--- src/sv/bpd_pkg.sv ---
// ============================================================================
// bpd_pkg
// Types, status codes and command tables for the boot packet deframer.
// ============================================================================
`default_nettype none

package bpd_pkg;

    localparam int unsigned WORD_W     = 32;
    localparam int unsigned WORD_SLOTS = 8;
    localparam int unsigned SLOT_W     = $clog2(WORD_SLOTS);
    localparam int unsigned HDR_BYTES  = 8;
    localparam int unsigned STORE_BYTES = WORD_SLOTS * 4;
    localparam int unsigned PAY_WORDS  = 6;

    localparam logic [WORD_W-1:0] CMD_FIRST   = 32'h0000_0001;
    localparam logic [WORD_W-1:0] CMD_LAST    = 32'h0000_0013;
    localparam logic [WORD_W-1:0] CMD_CHIP_ID = 32'h0000_000A;
    localparam logic [WORD_W-1:0] V3_MIN_LEN  = 32'd40;

    typedef enum logic [2:0] {
        STAT_OK        = 3'd0,
        STAT_UNDER_HDR = 3'd1,
        STAT_TRUNC     = 3'd2,
        STAT_BELOW_MIN = 3'd3,
        STAT_UNKNOWN   = 3'd4
    } status_t;

    typedef struct packed {
        logic [7:0] data_byte;
        logic       last_byte;
    } in_beat_t;

    typedef struct packed {
        status_t           status;
        logic [WORD_W-1:0] command;
        logic [WORD_W-1:0] declared_length;
        logic [WORD_W-1:0] word_a;
        logic [WORD_W-1:0] word_b;
        logic [WORD_W-1:0] word_c;
        logic [WORD_W-1:0] word_d;
        logic [WORD_W-1:0] word_e;
        logic [WORD_W-1:0] word_f;
        logic              v3_flag;
    } out_beat_t;

    // minimum declared length per known command, 0 for unknown
    function automatic logic [5:0] min_len(input logic [4:0] cmd);
        logic [5:0] r;
        unique case (cmd)
            5'h01, 5'h02:                             r = 6'd48;
            5'h03, 5'h11:                             r = 6'd20;
            5'h04, 5'h09, 5'h0A, 5'h0E, 5'h0F,
            5'h10, 5'h12:                             r = 6'd16;
            5'h05, 5'h07, 5'h08, 5'h0B, 5'h13:        r = 6'd8;
            5'h06, 5'h0C, 5'h0D:                      r = 6'd12;
            default:                                  r = 6'd0;
        endcase
        return r;
    endfunction

    // payload words used per known command
    function automatic logic [2:0] words_used(input logic [4:0] cmd);
        logic [2:0] r;
        unique case (cmd)
            5'h01, 5'h02:                             r = 3'd4;
            5'h03, 5'h11:                             r = 3'd3;
            5'h04, 5'h09, 5'h0A, 5'h0E, 5'h0F,
            5'h10, 5'h12:                             r = 3'd2;
            5'h06, 5'h0C, 5'h0D:                      r = 3'd1;
            default:                                  r = 3'd0;
        endcase
        return r;
    endfunction

endpackage

`default_nettype wire

--- src/sv/boot_packet_deframer_unit.sv ---
// ============================================================================
// boot_packet_deframer_unit
// Length-prefixed boot packet parser: one byte per beat, one result per buffer.
// ============================================================================
// Usage:
//   s_ channel carries one received byte per beat plus a flag on the buffer's
//   last byte. Bytes 0..7 hold the little-endian command and length words,
//   bytes 8..31 six payload words; later bytes are only counted.
//   m_ channel carries one result per buffer: status, header words and the
//   payload words the command uses (others zero), plus the chip-id V3 flag.
//   The result is registered: it is valid in the cycle after its last byte is accepted.
//   Throughput: one byte per cycle; the byte counter and header store update
//   in the accept cycle and the checks feed the single output register.
//   A stalled result blocks s_ready only while the output register is full
//   and m_ready is low; a new byte is taken in the same cycle the result
//   leaves. Reset clears the byte counter and the output valid; after each
//   last byte the counter returns to zero for the next buffer.
// ============================================================================
`default_nettype none

module boot_packet_deframer_unit
    import bpd_pkg::*;
(
    input  wire       aclk,
    input  wire       aresetn,
    input  wire       s_valid,
    output logic      s_ready,
    input  in_beat_t  s_payload,
    output logic      m_valid,
    input  wire       m_ready,
    output out_beat_t m_payload
);

    logic [WORD_W-1:0] byte_count_reg, byte_count_next;
    logic [WORD_W-1:0] header_words_reg  [WORD_SLOTS];
    logic [WORD_W-1:0] header_words_next [WORD_SLOTS];
    logic              m_valid_reg, m_valid_next;
    out_beat_t         m_payload_reg, m_payload_next;

    logic              accept;
    logic              cmd_known;
    logic [5:0]        minlen;
    logic [2:0]        nwords;
    logic [WORD_W-1:0] cmd, len;
    logic              v3;
    logic [WORD_W-1:0] pay [PAY_WORDS];

    assign s_ready   = !m_valid_reg || m_ready;
    assign accept    = s_valid && s_ready;
    assign m_valid   = m_valid_reg;
    assign m_payload = m_payload_reg;

    // counter and header store
    always_comb begin
        byte_count_next = byte_count_reg;
        for (int i = 0; i < WORD_SLOTS; i++) begin
            header_words_next[i] = header_words_reg[i];
        end
        if (accept) begin
            if (byte_count_reg < WORD_W'(STORE_BYTES)) begin
                for (int i = 0; i < WORD_SLOTS; i++) begin
                    if (byte_count_reg[SLOT_W+1:2] == SLOT_W'(i)) begin
                        for (int j = 0; j < 4; j++) begin
                            if (byte_count_reg[1:0] == 2'(j)) begin
                                header_words_next[i][8*j +: 8] = s_payload.data_byte;
                            end
                        end
                    end
                end
            end
            if (byte_count_reg != '1) begin
                byte_count_next = byte_count_reg + WORD_W'(1);
            end
        end
    end

    // packet checks on the state including the current byte
    always_comb begin
        cmd       = header_words_next[0];
        len       = header_words_next[1];
        cmd_known = (cmd >= CMD_FIRST) && (cmd <= CMD_LAST);
        minlen    = cmd_known ? min_len(cmd[4:0]) : 6'd0;
        nwords    = cmd_known ? words_used(cmd[4:0]) : 3'd0;
        v3        = (cmd == CMD_CHIP_ID) && (len >= V3_MIN_LEN);
        if (v3) begin
            nwords = 3'(PAY_WORDS);
        end
        for (int k = 0; k < PAY_WORDS; k++) begin
            pay[k] = '0;
            if ((3'(k) < nwords) && (byte_count_next >= WORD_W'(4 * k + 12))) begin
                pay[k] = header_words_next[k + 2];
            end
        end

        m_payload_next = '0;
        priority if (byte_count_next < WORD_W'(HDR_BYTES)) begin
            m_payload_next.status = STAT_UNDER_HDR;
        end else begin
            m_payload_next.command         = cmd;
            m_payload_next.declared_length = len;
            priority if (byte_count_next < len) begin
                m_payload_next.status = STAT_TRUNC;
            end else if (len < WORD_W'(minlen)) begin
                m_payload_next.status = STAT_BELOW_MIN;
            end else if (!cmd_known) begin
                m_payload_next.status = STAT_UNKNOWN;
            end else begin
                m_payload_next.status  = STAT_OK;
                m_payload_next.word_a  = pay[0];
                m_payload_next.word_b  = pay[1];
                m_payload_next.word_c  = pay[2];
                m_payload_next.word_d  = pay[3];
                m_payload_next.word_e  = pay[4];
                m_payload_next.word_f  = pay[5];
                m_payload_next.v3_flag = v3;
            end
        end
    end

    always_comb begin
        m_valid_next = m_valid_reg && !m_ready;
        if (accept && s_payload.last_byte) begin
            m_valid_next = 1'b1;
        end
    end

    always_ff @(posedge aclk) begin
        if (!aresetn) begin
            byte_count_reg <= '0;
            m_valid_reg    <= 1'b0;
        end else begin
            byte_count_reg <= (accept && s_payload.last_byte) ? '0 : byte_count_next;
            m_valid_reg    <= m_valid_next;
        end
    end

    always_ff @(posedge aclk) begin
        for (int i = 0; i < WORD_SLOTS; i++) begin
            header_words_reg[i] <= header_words_next[i];
        end
        if (accept && s_payload.last_byte) begin
            m_payload_reg <= m_payload_next;
        end
    end

    // checks
    a_count_clears: assert property (@(posedge aclk) disable iff (!aresetn)
        accept && s_payload.last_byte |=> byte_count_reg == '0)
        else $error("byte count not cleared after last beat");

    a_result_follows_last: assert property (@(posedge aclk) disable iff (!aresetn)
        accept && s_payload.last_byte |=> m_valid)
        else $error("no result after last beat");

    a_result_source: assert property (@(posedge aclk) disable iff (!aresetn)
        $rose(m_valid) |-> $past(accept && s_payload.last_byte))
        else $error("result without a last beat");

    a_fail_no_payload: assert property (@(posedge aclk) disable iff (!aresetn)
        m_valid && (m_payload.status != STAT_OK) |->
            (m_payload.word_a == '0) && (m_payload.word_f == '0) && !m_payload.v3_flag)
        else $error("payload on failed packet");

    a_v3_chip_id: assert property (@(posedge aclk) disable iff (!aresetn)
        m_valid && m_payload.v3_flag |->
            (m_payload.command == CMD_CHIP_ID) && (m_payload.status == STAT_OK))
        else $error("v3 flag on non chip-id packet");

endmodule

`default_nettype wire

--- config.mk ---
export PLATFORM = sky130hd
export DESIGN_NAME = boot_packet_deframer_unit
export DESIGN_NICKNAME = d
export VERILOG_FILES = /design/src/sv/bpd_pkg.sv /design/src/sv/boot_packet_deframer_unit.sv
export SDC_FILE = /design/constraint.sdc
export NUM_CORES = 1
export LEC_CHECK = 0
export ABC_AREA = 1
export BUFFER_PORTS_ARGS = -buffer_cell sky130_fd_sc_hd__buf_2
export CORE_ASPECT_RATIO = 1.75
export CORE_MARGIN = 8
export CORE_UTILIZATION = 40
export DETAILED_ROUTE_END_ITERATION = 16
export RECOVER_POWER = 50
export SYNTH_ARGS = -nofsm -noshare
export SYNTH_HDL_FRONTEND = slang
export SYNTH_SLANG_ARGS = --single-unit
--- constraint.sdc ---
create_clock -name aclk -period 24.5 [get_ports aclk]
set_input_delay 3.675 -clock aclk [delete_from_list [all_inputs] [get_ports aclk]]
set_output_delay 3.675 -clock aclk [all_outputs]
set_load 0.02 [all_outputs]
=== Word-level counts from Yosys, hierarchy flattened ===
Memory sizes are Yosys's and may differ from the RTL's.
Cells that the tools add are included.

* Register bits after elaboration: 293
* Bits in writable memories: 256
* Memory bits (read-only): 224
* Bits of input ports: 13
* Output and inout port bits: 262
* Logic and storage cells: 132
* Memories kept: 3

* Add/subtract/negate cells: 1
* Magnitude comparators: 19
* Equal/unequal tests: 12
* Muxes and demuxes: 51
* Bitwise gates (word level): 8
* Reductions and logical operators: 25

{| class="wikitable"
|+ Memories
! name !! depth !! width !! read ports !! clocked after memory_dff !! wr ports !! line !! source
|-
| header_words_reg || 8 || 32 || 8 || 0 || 8 || boot_packet_deframer_unit.sv:35 || <nowiki>logic [WORD_W-1:0] header_words_reg [WORD_SLOTS];</nowiki>
|-
| (no name shown) || 32 || 4 || 1 || 0 || 0 || bpd_pkg.sv:50 || <nowiki>unique case (cmd)</nowiki>
|-
| (no name shown) || 32 || 3 || 1 || 0 || 0 || bpd_pkg.sv:65 || <nowiki>unique case (cmd)</nowiki>
|}

{| class="wikitable"
|+ Operators by type and width
! operator !! count
|-
| 256-bit 2-to-1 mux || 2
|-
| 32-bit 2-to-1 mux || 10
|-
| 8-bit 2-to-1 mux || 32
|-
| 32-bit by 5-bit greater-or-equal comparator with 1-bit output, second input constant || 4
|-
| 32-bit by 6-bit greater-or-equal comparator with 1-bit output, second input constant || 2
|-
| 32-bit by 1-bit adder with 32-bit output, second input constant || 1
|-
| 32-bit by 4-bit equality test with 1-bit output, second input constant || 1
|-
| 32-bit by 1-bit greater-or-equal comparator with 1-bit output, second input constant || 1
|-
| 32-bit by 4-bit greater-or-equal comparator with 1-bit output, second input constant || 1
|-
| 32-bit by 5-bit <= comparator with 1-bit output, second input constant || 1
|-
| 32-bit less-than comparator || 1
|-
| 32-bit by 4-bit less-than comparator with 1-bit output, second input constant || 1
|-
| 32-bit by 6-bit less-than comparator with 1-bit output || 1
|-
| 32-bit by 6-bit less-than comparator with 1-bit output, second input constant || 1
|-
| 32-bit inequality test, second input constant || 1
|-
| 5-bit OR reduction || 6
|-
| 3-bit equality test, second input constant || 4
|-
| 1-bit logical AND || 11
|-
| 3-bit 2-to-1 mux || 3
|-
| 1-bit inverter || 8
|-
| 3-bit by 2-bit equality test with 1-bit output, second input constant || 2
|-
| 1-bit by 3-bit less-than comparator with 1-bit output, first input constant || 2
|-
| 2-bit by 3-bit less-than comparator with 1-bit output, first input constant || 2
|-
| 3-bit less-than comparator, first input constant || 2
|-
| 13 further kinds || 16
|}

=== Logic depth before layout (Yosys ltp) ===
* Depth after elaboration: 13
* Gate-level depth with buffers: 28
* Gate-level depth less buffers: 26

=== Least setup slack after synthesis ===
OpenSTA, ideal clock, no wires.

* Path type: input port to flip-flop
* Start: input m_ready
* End: register m_payload_reg (netlist bit m_payload[0]) (enable)
* Setup time: 886 ps
* Arrival: 14824 ps
* Required time: 23614 ps
* Path slack: 8790 ps
* Stages: 4
* Path buffers: 0
* Cell sequence: inv_1 -> nand2_1 -> nand2_2 -> nor2_1

* Word-level cells in the longest chain between the ends: 3

{| class="wikitable"
|+ Ends and longest elaborated chain
! what !! line !! source
|-
| start: declaration || boot_packet_deframer_unit.sv:30 || <nowiki>input wire m_ready,</nowiki>
|-
| 1-bit logical OR || boot_packet_deframer_unit.sv:48 || <nowiki>assign s_ready = !m_valid_reg || m_ready;</nowiki>
|-
| via s_ready || boot_packet_deframer_unit.sv:27 || <nowiki>output logic s_ready,</nowiki>
|-
| 1-bit logical AND || boot_packet_deframer_unit.sv:49 || <nowiki>assign accept = s_valid && s_ready;</nowiki>
|-
| 1-bit logical AND || boot_packet_deframer_unit.sv:141 || <nowiki>if (accept && s_payload.last_byte) begin</nowiki>
|-
| end signal: assignment || boot_packet_deframer_unit.sv:142 || <nowiki>m_payload_reg <= m_payload_next;</nowiki>
|-
| end: declaration || boot_packet_deframer_unit.sv:38 || <nowiki>out_beat_t m_payload_reg, m_payload_next;</nowiki>
|}

The timed path passes the listed nets, and every way through them passes these cells.
A chain may end at the register's enable or synchronous reset.

=== Worst setup path in the final report ===
* Start: input m_ready
* End: register m_payload_reg (netlist bit m_payload[60]) (enable)

* Word-level cells in the longest chain between the ends: 3

{| class="wikitable"
|+ Ends and longest elaborated chain
! what !! line
|-
| 1-bit logical OR || boot_packet_deframer_unit.sv:48
|-
| 1-bit logical AND || boot_packet_deframer_unit.sv:49
|-
| 1-bit logical AND || boot_packet_deframer_unit.sv:141
|}

Every way passes these cells.

==> metrics.txt <==
run status=finished with violations; violated checks=max-capacitance violations, max-slew violations; register area=0.0136 sq mm; sw frac=25.5%; largest net degree at the start of global routing=84; Synth top area share=33.8%; total gr overflow=0; WP data required=24.59 ns; CTS Buf Count=49; VDD IR max=52.9 uV; detailed-route wire length=69,400 um; vias in the first global route=17.5k; Final Cell Area=0.0264 sq mm; WS Path Type=in2reg; leading area contributor after synthesis=edfxtp_1; Core Footprint=0.0572 sq mm; Finished Core Util=46.2%; Final nets=2,994; Critical Path AT=9.46 ns; CP Buf/Inv Count=4; Comb power frac=10.3%; clk sink count=549; WL/cell=18.5 um; Syn Inst Count=2,681; hold_buf cts=0; sequential power share=49.8%; CP max-delay cell=clkbuf_1; Worst Path Max Fanout=70; cell breakdown of the critical path=buf_2 > inv_1 > nand2_1 > nand2_1 > nor2_1 > clkbuf_1 > clkbuf_1; footprint of the multi-input gates=0.00679 sq mm; # rows=116; Post-CTS Resized=0; DRC viols=0; Post-Syn Area=0.0231 sq mm; layout cells sized above 1=4.47%; Pwr Density=78.1 mW/mm^2; Syn. warnings=0; crit-path leading delay family=buffers and inverters; internal power=1.54 mW; initial antenna violation count=2; Starting Density=40.4%; HP Start=header_words_reg[1][121]; worst hold path class=reg2reg; Filler cells=5,690; routability cong.=0.937; CTS tree=yes; max reg flops=260; RSZ-0062 raised after global routing=no; DRT antenna net count=0; clock power share=39.9%; worst reg2reg startpoint=m_valid; post-route total power=2.06 mW; HPWL Detailed=49,500 um; Max Fclk=107 MHz; top cells by area, synth=edfxtp_1 (34%), dfxtp_1 (25%), inv_1 (9.5%); Skew-Pair Late Insertion Delay=0.59 ns; Starting DRT DRC Count=1,159; Mapped Nets=2,738; Mapped Avg Cell Area=8.61 sq um; final period utilization=38.2%; H-tree depth=2; # IOs=275; Pre-antenna DRT Iters=5; vias per std cell=4.70; chip height=334 um; crit path from=m_ready; final max-slew violation count=255; Yosys reg bits=549; Max Cap Viol=5; clk root buf=clkbuf_16; Sw Pwr=0.527 mW; chip width=198 um; final setup fails=0; CP endpoint kind=flop; setup_tns=0 ns; area grow syn2layout=14.6%; PortBufs=274; Clock Pin Slew Worst Setup and Hold Paths=0.07 ns; LEAKAGE=12.3 nW; min cycle time layout=9.36 ns; synth unique cells=40; Via Count=17.6k; All-Layer GR Usage=20.6%; Slew Limit Headroom=-150%; measured slew at the worst slew-check pin=3.75 ns; setup bufs post-CTS=0; Clock Tree Buf Depth=3; Clock Skew=0.0287 ns; Crit path largest cell delay=2.78 ns; final hold vios=0; register area share after synthesis=58.9%; Die Footprint=0.0660 sq mm; Placed Area=0.0251 sq mm; CP startpoint kind=input pin; first-pass GRT wire length=104,000 um
worst paths after layout:
check / to / slack, ns / cells past startpoint
worst min register to register: header_words_reg[1][121] / 0.47 / 2
worst max register to register: m_payload[60] / 18.02 / 5
worst min-delay path: header_words_reg[1][121] / 0.47 / 2
worst max-delay path: m_payload[60] / 15.14 / 7
cells in the mapped netlist (all sizes together):
cell,instances
inv,587
nand2,536
nor2,423
dfxtp,289
edfxtp,260
o21ai,221
nand3,87
clkbuf,57
ha,44
nand4,36
a21oi,35
buf,35
xor2,27
nor3,20
a22oi,8
a211oi,4
nor4,3
nor3b,2
a21boi,1
and2,1
nand3b,1
o21a,1
o221a,1
o32ai,1
or2,1
power groups by stage:
stage                     sequential [mW]  clock [mW]  combinational, mW
final                                1.03       0.823              0.213
after global routing                 1.03       0.876              0.238
after CTS                            1.03       0.842              0.222
after detailed placement             1.05           0              0.221
after global placement               1.05           0              0.219
after floorplan                      1.07           0              0.120
layout by cell type, fill, tap and decap left out, drive strengths merged, types with 3 or more instances in the layout:
cell type | netlist | final
clkbuf | 57 | 336
nor4 | 3 | 3
a21oi | 35 | 35
bufinv | 0 | 8
a22oi | 8 | 8
edfxtp | 260 | 260
a211oi | 4 | 4
nor3 | 20 | 20
nand2 | 536 | 536
nand4 | 36 | 36
o21ai | 221 | 221
inv | 587 | 589
nor2 | 423 | 423
dfxtp | 289 | 289
ha | 44 | 44
xor2 | 27 | 27
clkinv | 0 | 14
buf | 35 | 28
nand3 | 87 | 87
worst reg2reg max path, stage by stage, from the launching register on:
cell and delay, ns:
dfxtp_1 0.32, nand2_1 0.10, nand2_1 0.13, nor2_1 0.16, clkbuf_1 2.42, clkbuf_1 2.80
through the flow:
stage | std cells | hold WS (ns) | setup slack (ns)
3_3_place_gp | 3653 | 0.444 | 16.27
2_1_floorplan | 2681 | 0.429 | 8.79
4_1_cts | 3744 | 0.466 | 16.71
3_5_place_dp | 3653 | 0.449 | 16.13
6_report | 3746 | 0.468 | 15.14
5_1_grt | 3744 | 0.482 | 14.48
area by class of cell:
type / count / area share, %
multi-input combinational: 1453 / 25.7
clock buffer: 67 / 5.16
sequential: 549 / 51.4
tap: 767 / 3.63
antenna: 2 / 0.0189
inverter: 587 / 8.33
timing repair buffer: 297 / 4.49
clock inverter: 24 / 1.28
metal layers:
layer | GRT usage, % | share of wire (%) | up-vias
met5 | 0 | 0.016 | -
met4 | 11.5 | 6.0 | 2
met3 | 3.05 | 5.1 | 155
met2 | 38.4 | 51 | 461
met1 | 21.8 | 37 | 8242
li1 | - | - | 8757
cell families after synthesis:
group | after synthesis | synth area share [%]
AOI/OAI and AO/OA | 272 | 6.16
buffers and inverters | 679 | 11.6
and+or+nand+nor | 1110 | 20.0
DFF | 549 | 58.9
adders and majority gates | 44 | 2.38
xor gates and xnor gates | 27 | 1.02
No activity file was read; power rests on OpenSTA's default activity.
